===== config.mk =====
export PLATFORM = sky130hd
export DESIGN_NAME = qrap_lane
export DESIGN_NICKNAME = d
export VERILOG_FILES = /design/src/design/qrap_pkg.sv /design/src/design/qrap_lane.sv
export SDC_FILE = /design/constraint.sdc
export NUM_CORES = 2
export LEC_CHECK = 0
export ABC_AREA = 1
export BUFFER_PORTS_ARGS = -buffer_cell sky130_fd_sc_hd__buf_4
export CAP_MARGIN = 15
export CORE_MARGIN = 2
export CORE_UTILIZATION = 65
export CTS_CLUSTER_DIAMETER = 50
export CTS_CLUSTER_SIZE = 24
export DETAILED_ROUTE_END_ITERATION = 6
export HOLD_SLACK_MARGIN = 0.08
export PLACE_DENSITY_LB_ADDON = 0.05
export SYNTH_ARGS = -nofsm -noshare
export SYNTH_HDL_FRONTEND = slang
export SYNTH_SLANG_ARGS = --single-unit
export TNS_END_PERCENT = 10

===== constraint.sdc =====
create_clock -name clk -period 15.75 [get_ports clk]
set_clock_uncertainty 0.15 [all_clocks]
set_input_delay 3.15 -clock clk [delete_from_list [all_inputs] [get_ports clk]]
set_output_delay 3.15 -clock clk [all_outputs]
set_load 0.02 [all_outputs]

===== src/design/qrap_pkg.sv =====
// Shared types and constants for the quad rotation core.
package qrap_pkg;

  localparam int CoordW = 24;
  localparam int AngleW = 16;
  localparam int TrigW  = 16;
  localparam int CordW  = 36;
  localparam int AtanLen = 24;

  localparam logic signed [CordW-1:0] GainQ30   = 36'sd652032874;
  localparam logic signed [CordW-1:0] HalfPiQ30 = 36'sd1686629713;
  localparam logic signed [CordW-1:0] PiQ30     = 36'sd3373259426;
  localparam logic signed [TrigW-1:0] TrigOne   = 16'sd16384;

  typedef struct packed {
    logic signed [CoordW-1:0] vertex1_x;
    logic signed [CoordW-1:0] vertex1_y;
    logic signed [CoordW-1:0] vertex2_x;
    logic signed [CoordW-1:0] vertex2_y;
    logic signed [CoordW-1:0] vertex3_x;
    logic signed [CoordW-1:0] vertex3_y;
    logic signed [CoordW-1:0] vertex4_x;
    logic signed [CoordW-1:0] vertex4_y;
    logic signed [CoordW-1:0] pivot_x;
    logic signed [CoordW-1:0] pivot_y;
    logic signed [AngleW-1:0] turn_angle;
  } quad_in_t;

  typedef struct packed {
    logic signed [CoordW-1:0] rotated1_x;
    logic signed [CoordW-1:0] rotated1_y;
    logic signed [CoordW-1:0] rotated2_x;
    logic signed [CoordW-1:0] rotated2_y;
    logic signed [CoordW-1:0] rotated3_x;
    logic signed [CoordW-1:0] rotated3_y;
    logic signed [CoordW-1:0] rotated4_x;
    logic signed [CoordW-1:0] rotated4_y;
  } quad_out_t;

  function automatic logic signed [CordW-1:0] atan_q30(input int i);
    logic signed [CordW-1:0] r;
    case (i)
      0: r = 36'sd843314857;   1: r = 36'sd497837829;
      2: r = 36'sd263043837;   3: r = 36'sd133525159;
      4: r = 36'sd67021687;    5: r = 36'sd33543516;
      6: r = 36'sd16775851;    7: r = 36'sd8388437;
      8: r = 36'sd4194283;     9: r = 36'sd2097149;
      default: r = CordW'(36'sd1073741824 >>> i);
    endcase
    return r;
  endfunction

endpackage


===== src/design/qrap_lane.sv =====
// One vertex lane: offset, two-stage multiply-accumulate, round, re-add pivot, saturate.
module qrap_lane (
  input  logic clk,
  input  logic en,
  input  logic signed [qrap_pkg::CoordW-1:0] vx,
  input  logic signed [qrap_pkg::CoordW-1:0] vy,
  input  logic signed [qrap_pkg::CoordW-1:0] px,
  input  logic signed [qrap_pkg::CoordW-1:0] py,
  input  logic signed [qrap_pkg::TrigW-1:0] c,
  input  logic signed [qrap_pkg::TrigW-1:0] s,
  output logic signed [qrap_pkg::CoordW-1:0] rx,
  output logic signed [qrap_pkg::CoordW-1:0] ry
);
  import qrap_pkg::*;

  localparam int DW = CoordW + 1;
  localparam int PW = DW + TrigW;
  localparam int SW = PW + 1;

  logic signed [DW-1:0] dx, dy;
  logic signed [TrigW-1:0] c1, s1;
  logic signed [PW-1:0] p_xc, p_ys, p_xs, p_yc;
  logic signed [CoordW-1:0] px1, py1, px2, py2;
  logic signed [SW-1:0] sum_x, sum_y;
  logic signed [SW-1:0] rnd_x, rnd_y;

  // cos and sin travel with the offsets so both reach the multipliers together
  always_ff @(posedge clk) begin
    if (en) begin
      dx  <= DW'(vx) - DW'(px);
      dy  <= DW'(vy) - DW'(py);
      c1  <= c;
      s1  <= s;
      px1 <= px;
      py1 <= py;
    end
  end

  always_ff @(posedge clk) begin
    if (en) begin
      p_xc <= PW'(dx) * PW'(c1);
      p_ys <= PW'(dy) * PW'(s1);
      p_xs <= PW'(dx) * PW'(s1);
      p_yc <= PW'(dy) * PW'(c1);
      px2  <= px1;
      py2  <= py1;
    end
  end

  function automatic logic signed [CoordW-1:0] sat(input logic signed [SW-1:0] v);
    if (v > SW'(24'sh7FFFFF)) return 24'sh7FFFFF;
    if (v < -SW'(25'sd8388608)) return 24'sh800000;
    return v[CoordW-1:0];
  endfunction

  assign sum_x = SW'(p_xc) - SW'(p_ys);
  assign sum_y = SW'(p_xs) + SW'(p_yc);
  assign rnd_x = ((sum_x + SW'(16'sd8192)) >>> 14) + SW'(px2);
  assign rnd_y = ((sum_y + SW'(16'sd8192)) >>> 14) + SW'(py2);

  always_ff @(posedge clk) begin
    if (en) begin
      rx <= sat(rnd_x);
      ry <= sat(rnd_y);
    end
  end
endmodule


==> flow_metrics.tcl <==
set metrics [dict create \
    status "finished, final reports clean" \
    cts_buffers 59 \
    cts_max_path_buffers 3 \
    ant_nets 0 \
    fp.dieW_um 363 \
    via_per_inst 5.70 \
    hp-class "reg -> reg" \
    timing.fmax_mhz 133 \
    fin_nets 12606 \
    stdcell_count 11972 \
    ctsRootBufferMaster "clkbuf_16" \
    critPathTopFamily "adder cells" \
    synth_area_leader_cell "fa_1" \
    rows 131 \
    avgRoutedWirePerCell_um 21.4 \
    final_layout_size_suffix_gt1_share_pct 4.10 \
    cpMostUsedCell "fa_1" \
    io_pins 178 \
    endpoint_kind "flip-flop" \
    fillers 10464 \
    routed_wl_um 256000 \
    maxSlewViolCount 0 \
    die_area_mm2 0.132 \
    drtPass1Iterations 7 \
    ys_async_sr_fraction_pct 0 \
    synth_area_per_cell_um2 8.16 \
    fp.dieH_um 363 \
    post_cts_resized 0 \
    whs_ns 0.269 \
    relSlewSlack_pct 22.7 \
    drcViolationCount 0 \
    ys.flop_type "edfxtp_1" \
    yosys_warnings 0 \
    cp_max_fo 22 \
    cts_tree "done" \
    drv_cap 0 \
    cts_hold_buffers 0 \
    hpwlAfterDp_um 201000 \
    clk_latency_ns 0.71 \
    antenna_found_initial 13 \
    grt_pass1_wl_um 401000 \
    io_buffers 177 \
    critical_path.max_stage_delay_ns 0.91 \
    tns_ns 0 \
    vias 68300 \
    finalCritPeriodShare_pct 47.9 \
    tightest_slew_ns 1.16 \
    synth_cell_types 54 \
    cts.repair_timing.setup_buffer_count 0 \
    crit_chain "inv_1 > buf_4 > nor2_1 > fa_1 > fa_1 > fa_1 > inv_1 > fa_1 > fa_1 > fa_1 > inv_1 > ha_1 > nand2_1 > nor2_1 > nand2_1 > o21ai_0 > a21oi_1 > o21ai_0 > xor2_1" \
    path_clk_slew_ns 0.06 \
    cts.htree.levels 2 \
    grt_max_degree 161 \
    gp_congestion 1.01 \
    grt_setup_unrepaired "false" \
    synth_seq_cells 390 \
    clock_sinks 390 \
    synth_cells 10281 \
    overflow 0 \
    critical_path.n_buffers_inverters 4 \
    synth_nets 12629 \
    area_growth_pct 5.72 \
    drtIter0Drc 7108 \
    core_mm2 0.128 \
    hold_viol_final 0 \
    critPathRequiredTime_ns 16.01 \
    finalSetupViolations 0 \
    grt_usage_pct 40.0 \
    cp_slowest_cell "inv_1" \
    synth_edf_count 390 \
    initial_utilization_pct 65.6 \
    synth.top_cells.by_area "fa_1, edfxtp_1, inv_1, nand2_1, ha_1" \
    synth_top_cell_area_share_pct 37.1 \
    grt_pass1_vias 70940 \
    cp-start-kind "flip-flop" \
    dp_cells 11859 \
    critPathArrivalTime_ns 7.81 \
    fin_crit_ns 7.55 \
    critPathKind "reg -> reg" \
    synth.cell_area_mm2 0.0839 \
    ys_seq_area_share_pct 14.0 \
]
[worst paths after layout]
kind / start / to / slack [ns] / cells after the start
setup reg to reg: c1[15] / p_yc[29] / 8.20 / 19
setup / recovery: c1[15] / p_yc[29] / 8.20 / 19
hold reg to reg: py1[14] / py2[14] / 0.27 / 0
hold / removal: py1[14] / py2[14] / 0.27 / 0
[cells in the mapped netlist (3+ instances only)]
library cell  number
a211oi_1           4
a21boi_0          15
a21boi_1           3
a21o_1            51
a21oi_1          370
a31o_2             4
a31oi_1           58
and3_1            11
buf_1             24
buf_6              8
clkbuf_1         318
edfxtp_1         390
fa_1            1556
ha_1             662
inv_1           2872
nand2_1         2482
nand2_2           14
nand3_1          171
nand3_2            6
nand3b_1           5
nand4_1           48
nor2_1           484
nor2_2             8
nor3_1            46
nor3_2             4
nor4_1            21
o211a_1            3
o211ai_1           8
o21a_1            20
o21ai_0          202
o21ai_1           14
o21bai_1          49
o221ai_1           8
or2_2              4
xnor2_1          111
xor2_1           204
[routing by layer]
metal	routed length [um]	global-route usage [%]
met2	109000	59.2
met4	11400	14.8
met5	77	0
met1	104000	56.9
met3	31900	10.5
[worst reg2reg max path, stage by stage (launching register included)]
cell      delay, ns
edfxtp_1       0.62
inv_1          0.92
buf_4          0.48
nor2_1         0.12
fa_1           0.51
fa_1           0.43
fa_1           0.49
inv_1          0.05
fa_1           0.51
fa_1           0.43
fa_1           0.49
inv_1          0.04
ha_1           0.37
nand2_1        0.12
nor2_1         0.21
nand2_1        0.07
o21ai_0        0.56
a21oi_1        0.29
o21ai_0        0.30
xor2_1         0.13
[layout by cell type, fill, tap and decap left out, types with 21 or more instances in the layout]
master / count
nand2_1: 2482
clkbuf_16: 59
nor4_1: 21
xnor2_1: 111
a21oi_1: 370
a21o_1: 51
nor3_1: 46
nand4_1: 48
xor2_1: 204
nor2_1: 484
fa_1: 1556
o21bai_1: 49
edfxtp_1: 390
buf_4: 264
inv_1: 2872
nand3_1: 171
o21ai_0: 202
a31oi_1: 58
ha_1: 662
[through the flow]
step	utilization (%)	setup slack (ns)	area (um2)
after detailed placement	67.7	8.40	86600
after CTS	69.3	8.37	88600
after global placement	67.7	8.36	86600
after floorplan	-	9.75	83900
final	69.3	8.20	88700
after global routing	69.3	8.03	88700
[registers in the layout, summed over array words and instances (netlist names), 25 cells and up]
register  cells
p_yc         41
p_xs         41
dx           25
p_xc         41
dy           25
p_ys         41
[layout make-up]
| type | instances | area (um2) | area share, % |
|---|---|---|---|
| multi-input combinational | 6667 | 60000 | 67.7 |
| timing repair buffer | 266 | 2020 | 2.28 |
| tap | 1662 | 2080 | 2.35 |
| sequential | 390 | 11700 | 13.2 |
| inverter | 2874 | 10800 | 12.2 |
| clock inverter | 52 | 596 | 0.672 |
| clock buffer | 59 | 1480 | 1.67 |
| antenna | 2 | 5.00 | 0.00565 |
[cell families after synthesis]
| logic type | Yosys count | synth area share, % |
|---|---|---|
| AO/OA/AOI/OAI | 823 | 5.60 |
| XOR/XNOR | 316 | 3.31 |
| adder cells (fa/ha/maj) | 2218 | 47.0 |
| buffers and inverters | 3224 | 14.5 |
| flip-flops | 390 | 14.0 |
| AND/OR/NAND/NOR | 3310 | 15.6 |
Power is left out: the tool's default activity adds up to more than one toggle a clock period on the data nets, which glitch-free logic cannot reach.
