[config.mk]
export PLATFORM = sky130hd
export DESIGN_NAME = qrap_cordic
export DESIGN_NICKNAME = d
export VERILOG_FILES = /design/src/design/qrap_pkg.sv /design/src/design/qrap_cordic.sv
export SDC_FILE = /design/constraint.sdc
export NUM_CORES = 2
export LEC_CHECK = 0
export BUFFER_PORTS_ARGS = -buffer_cell sky130_fd_sc_hd__buf_2
export CORE_ASPECT_RATIO = 2
export CORE_UTILIZATION = 65
export DETAILED_ROUTE_END_ITERATION = 10
export HOLD_SLACK_MARGIN = 0.02
export PLACE_DENSITY = 0.8
export SYNTH_ARGS = -nofsm -noshare
export SYNTH_HDL_FRONTEND = slang
export SYNTH_SLANG_ARGS = --single-unit
[constraint.sdc]
create_clock -name clk -period 7.5 [get_ports clk]
set_input_delay 1.5 -clock clk [delete_from_list [all_inputs] [get_ports clk]]
set_output_delay 1.5 -clock clk [all_outputs]
set_load 0.01 [all_outputs]
[src/design/qrap_pkg.sv]
// Shared types and constants for the quad rotation core.
package qrap_pkg;

  localparam int CoordW = 24;
  localparam int AngleW = 16;
  localparam int TrigW  = 16;
  localparam int CordW  = 36;
  localparam int AtanLen = 24;

  localparam logic signed [CordW-1:0] GainQ30   = 36'sd652032874;
  localparam logic signed [CordW-1:0] HalfPiQ30 = 36'sd1686629713;
  localparam logic signed [CordW-1:0] PiQ30     = 36'sd3373259426;
  localparam logic signed [TrigW-1:0] TrigOne   = 16'sd16384;

  typedef struct packed {
    logic signed [CoordW-1:0] vertex1_x;
    logic signed [CoordW-1:0] vertex1_y;
    logic signed [CoordW-1:0] vertex2_x;
    logic signed [CoordW-1:0] vertex2_y;
    logic signed [CoordW-1:0] vertex3_x;
    logic signed [CoordW-1:0] vertex3_y;
    logic signed [CoordW-1:0] vertex4_x;
    logic signed [CoordW-1:0] vertex4_y;
    logic signed [CoordW-1:0] pivot_x;
    logic signed [CoordW-1:0] pivot_y;
    logic signed [AngleW-1:0] turn_angle;
  } quad_in_t;

  typedef struct packed {
    logic signed [CoordW-1:0] rotated1_x;
    logic signed [CoordW-1:0] rotated1_y;
    logic signed [CoordW-1:0] rotated2_x;
    logic signed [CoordW-1:0] rotated2_y;
    logic signed [CoordW-1:0] rotated3_x;
    logic signed [CoordW-1:0] rotated3_y;
    logic signed [CoordW-1:0] rotated4_x;
    logic signed [CoordW-1:0] rotated4_y;
  } quad_out_t;

  function automatic logic signed [CordW-1:0] atan_q30(input int i);
    logic signed [CordW-1:0] r;
    case (i)
      0: r = 36'sd843314857;   1: r = 36'sd497837829;
      2: r = 36'sd263043837;   3: r = 36'sd133525159;
      4: r = 36'sd67021687;    5: r = 36'sd33543516;
      6: r = 36'sd16775851;    7: r = 36'sd8388437;
      8: r = 36'sd4194283;     9: r = 36'sd2097149;
      default: r = CordW'(36'sd1073741824 >>> i);
    endcase
    return r;
  endfunction

endpackage

[src/design/qrap_cordic.sv]
// Pipelined rotation-mode CORDIC giving Q1.14 cos and sin, with a sideband that advances and stalls with it.
module qrap_cordic #(
  parameter int Stages = 16,
  parameter int SideW  = 8
) (
  input  logic clk,
  input  logic rst,
  input  logic en,
  input  logic in_valid,
  input  logic signed [qrap_pkg::AngleW-1:0] angle,
  input  logic [SideW-1:0] side_in,
  output logic out_valid,
  output logic signed [qrap_pkg::TrigW-1:0] cos_q14,
  output logic signed [qrap_pkg::TrigW-1:0] sin_q14,
  output logic [SideW-1:0] side_out
);
  import qrap_pkg::*;

  localparam int N = (Stages > AtanLen) ? AtanLen : Stages;

  logic signed [CordW-1:0] xs [N+1];
  logic signed [CordW-1:0] ys [N+1];
  logic signed [CordW-1:0] zs [N+1];
  logic                    fl [N+1];
  logic                    vs [N+1];
  logic [SideW-1:0]        sd [N+1];
  logic signed [CordW-1:0] z0;

  assign z0 = CordW'(angle) <<< 17;

  // stage 0 register: quarter-turn fold
  always_ff @(posedge clk) begin
    if (rst) begin
      vs[0] <= 1'b0;
    end else if (en) begin
      vs[0] <= in_valid;
    end
    if (en) begin
      xs[0] <= GainQ30;
      ys[0] <= '0;
      sd[0] <= side_in;
      if (z0 > HalfPiQ30) begin
        zs[0] <= z0 - PiQ30;
        fl[0] <= 1'b1;
      end else if (z0 < -HalfPiQ30) begin
        zs[0] <= z0 + PiQ30;
        fl[0] <= 1'b1;
      end else begin
        zs[0] <= z0;
        fl[0] <= 1'b0;
      end
    end
  end

  for (genvar i = 0; i < N; i++) begin : g_stage
    always_ff @(posedge clk) begin
      if (rst) begin
        vs[i+1] <= 1'b0;
      end else if (en) begin
        vs[i+1] <= vs[i];
      end
      if (en) begin
        fl[i+1] <= fl[i];
        sd[i+1] <= sd[i];
        if (!zs[i][CordW-1]) begin
          xs[i+1] <= xs[i] - (ys[i] >>> i);
          ys[i+1] <= ys[i] + (xs[i] >>> i);
          zs[i+1] <= zs[i] - atan_q30(i);
        end else begin
          xs[i+1] <= xs[i] + (ys[i] >>> i);
          ys[i+1] <= ys[i] - (xs[i] >>> i);
          zs[i+1] <= zs[i] + atan_q30(i);
        end
      end
    end
  end

  function automatic logic signed [TrigW-1:0] to_q14(input logic signed [CordW-1:0] v,
                                                     input logic neg);
    logic signed [CordW-1:0] r;
    logic signed [TrigW-1:0] c;
    r = (v + CordW'(36'sd32768)) >>> 16;
    if (r > CordW'(TrigOne)) c = TrigOne;
    else if (r < -CordW'(TrigOne)) c = -TrigOne;
    else c = r[TrigW-1:0];
    return neg ? -c : c;
  endfunction

  assign cos_q14   = to_q14(xs[N], fl[N]);
  assign sin_q14   = to_q14(ys[N], fl[N]);
  assign out_valid = vs[N];
  assign side_out  = sd[N];
  // zs[N] is the residual angle and is not needed further
  logic unused_z;
  assign unused_z = ^zs[N];
endmodule

==> results by group <==
GRT
  – Vias in the first global route: between 100k and 150k
  – Total GRT Usage: a little over two fifths
  – Initial antenna violation count: 45
  – Remaining global-route overflow: 0
  – Largest net degree at the start of global routing: 150
  – First-pass GRT wire length: about 650 mm

Die
  – Core area: 202900 µm²
  – Die Y-Extent: 640.5 µm
  – Rows: 234
  – Die W: between 300 and 400 µm
  – Initial Utilization: between 60% and 70%
  – IO Pins: between 60 and 70
  – Die area: 205700 µm²

Placed design
  – Hpwl dp: 335.1 mm
  – RD Place Congestion: about 1.1
  – IO Port Bufs: between 60 and 70

STA
  – Clk_skew: a little under 0.05 ns
  – Final slew viol count: 2
  – Final min period: 7.051 ns
  – Final period util: 94.01%
  – Slew margin rel.: -4.392%
  – Fin Setup TNS: 0 ns
  – Worst slew pin tran: around 1.6 ns
  – Final setup violation count: 0
  – Final number of hold-violating endpoints: 0
  – Max Freq: 0.1418 GHz
  – RSZ-0062 raised after global routing: false

Synth
  – Synth top area share: 36.94%
  – Post-synth EDFFs: about 1600
  – Mapped Area: approximately 130000 µm²
  – Top_reg_cell synth: edfxtp_1
  – Syn_nets: approximately 15000
  – Synthesized flop and latch total: about 1600
  – Count of different cell masters after synthesis: approximately 100
  – Area contributors post-synth: edfxtp_1 (37%), ha_1 (14%), xnor2_1 (8.6%), a21oi_1 (5.0%), xor2_1 (4.1%)
  – Sequential area share after synthesis: 36.94%
  – Post-synth top area cell: edfxtp_1
  – Ys Warns: 0
  – Avg Synthesized Cell Area: 9.680 µm²
  – Mapped Cells: 13690
  – FFs w/ async S/R, synth: 0%

Clocking
  – Skew-Pair Late Insertion Delay: 0.88 ns
  – CTS tree: built
  – Resize count post-CTS: 0
  – Post-CTS Setup Repair Bufs: 0
  – Reg clk slew, reported paths: roughly 0.070 ns
  – Cts hold-fix bufs: 0
  – Longest Clk Path Bufs: 4
  – CTS Buf Count: 167
  – Htree depth: 4
  – Root Buffer: clkbuf_16
  – Clk sinks: ~1600

Detailed routing
  – Post-DR vias/cell: ~6.7
  – Routed wire per std cell: around 26 µm
  – Post-route ant nets: 0
  – Final WL: 433.9 mm
  – Residual DRC: 0
  – 1st-iter DRT viols: ~8000
  – Via count: 111500
  – Drt pass-1 iters: 9

Worst hold path
  – Worst hold endpoint: sd[1][39]
  – HP Class: reg -> reg
  – Hold Crit Start: sd[1][31]
  – WHS Path Cells: 0

Setup path
  – Worst-case reg-to-reg path depth: 19
  – Critical Path End Type: primary output
  – R2R Path Start: ys[5][8]
  – Crit path DAT: between 5 and 6 ns
  – CP required: approximately 6.0 ns
  – Critical Path Fanout Max: 20
  – Critical Path Start Type: flop
  – WS Path Type: reg -> out
  – Register-to-register setup slack: roughly 0.77 ns
  – Crit Reg-Reg Endpoint: xs[6][35]

Layout
  – Final nets: between 15000 and 20000
  – Area growth from synthesis to layout: 7.368%
  – Share of post-route cells with drive strength above 1: 4.464%

Status
  – Outcome: complete, but fails checks
  – Failing checks: capacitance limit, slew limit

Job
  – Max Cap Viol: 1
## layout make-up
class	instances	area [µm²]
flip-flops and latches	1630	48950
multi-input cells	11250	80610
inverters	561	2106
clock inverters	106	1207
clock buffers	191	4354
fillers	15240	60650
repair buffers	215	1549
diodes	33	82.58
well taps	2714	3396
## worst max-delay path, cell delays in order, from the launching register on
cell and delay [ns]:
edfxtp_1 0.47, ha_1 0.37, nand4_1 0.25, nor3_1 0.65
a21boi_0 0.25, o22ai_1 0.15, or3b_1 0.46, o211ai_1 0.19
a21oi_1 0.11, o32ai_2 0.10, buf_4 0.26, nand2_1 0.10
ha_1 0.23, inv_1 0.13, nor2_1 0.08, o21ai_0 0.13
or2_2 0.20, o221ai_1 0.13, xor2_1 0.27, buf_2 0.18
## kinds of logic after synthesis
group	after synthesis	share of synthesized area (%)
flip-flops	1630	36.94
AND/OR/NAND/NOR	3627	13.25
XOR/XNOR	1926	12.74
AO/OA/AOI/OAI	4108	19.71
buffers and inverters	804	2.288
multiplexers	112	0.8840
other	1	0.002830
adder cells (fa/ha/maj)	1478	14.18
## through the flow
stage	worst slack, ns	cells	hold WS, ns	cell area [µm²]	utilization, %
6_report	0.4490	16700	0.4094	142200	70.11
5_1_grt	0.02578	16680	0.4217	142200	70.08
4_1_cts	0.4469	16670	0.4113	142100	70.01
3_5_place_dp	1.012	16370	0.4045	136500	67.27
3_3_place_gp	1.091	16370	0.4000	136500	67.27
2_1_floorplan	1.181	13690	0.4003	132500	-
## metal layers
metal | GRT usage [%] | up-vias | routed length, µm | part of all wire, %
li1 | - | 51220 | - | -
met1 | 31.50 | 52860 | 119500 | 28
met2 | 77.60 | 4684 | 225900 | 52
met3 | 11.85 | 2682 | 26500 | 6.1
met4 | 49.65 | 22 | 61820 | 14
met5 | 0.6213 | - | 148 | 0.034
## cell usage in the layout (no fill, tap or decap), types with 31 or more instances in the layout
master / instances
fa_1: 39
or4_1: 42
a211oi_1: 142
mux2i_1: 72
o21ai_0: 605
o21ai_1: 172
a21oi_1: 1316
o41ai_1: 55
and3_1: 115
or3_1: 127
or2_2: 37
a21boi_0: 31
mux2_2: 39
a31oi_1: 137
o21a_1: 250
and2_1: 84
diode_2: 33
nor3_1: 374
buf_2: 67
buf_4: 139
nand2b_1: 221
a211o_1: 49
nand4_1: 91
o211ai_1: 87
nand2_1: 756
a21o_1: 552
edfxtp_1: 1630
o31ai_1: 140
nor2b_1: 187
ha_1: 1439
nand3_1: 229
nor2_1: 1124
o31a_1: 47
inv_1: 547
xor2_1: 617
xnor2_1: 1301
o21bai_1: 192
clkbuf_16: 171
nor4_1: 94
## cells in the mapped netlist, drive strengths merged (91+ instances only)
| cell | instances |
|---|---|
| inv | 552 |
| a21o | 552 |
| nor4 | 98 |
| o31ai | 143 |
| nand3 | 229 |
| nand4 | 91 |
| or3 | 127 |
| o21a | 250 |
| a31oi | 137 |
| nand2b | 221 |
| a21oi | 1318 |
| o21bai | 192 |
| nand2 | 762 |
| and3 | 115 |
| nor2b | 187 |
| a211oi | 143 |
| nor2 | 1124 |
| o21ai | 779 |
| nor3 | 374 |
| ha | 1439 |
| xor2 | 621 |
| xnor2 | 1305 |
| edfxtp | 1630 |
| clkbuf | 210 |
## flip-flops by register name (all words and copies together) (netlist names)
| name | flops |
|---|---|
| fl | 17 |
| sd | 136 |
| vs | 17 |
| xs | 498 |
| ys | 526 |
| zs | 436 |
## worst max path at each step
stage | end | startpoint
after global placement | zs[1][34] | en
after detailed placement | xs[6][35] | ys[5][8]
final | sin_q14[14] | ys[16][15]
after floorplan | xs[5][34] | en
after global routing | sin_q14[14] | ys[16][15]
after CTS | sin_q14[14] | ys[16][15]
Power is left out: the tool's default activity adds up to more than one toggle a clock period on the data nets, which glitch-free logic cannot reach.
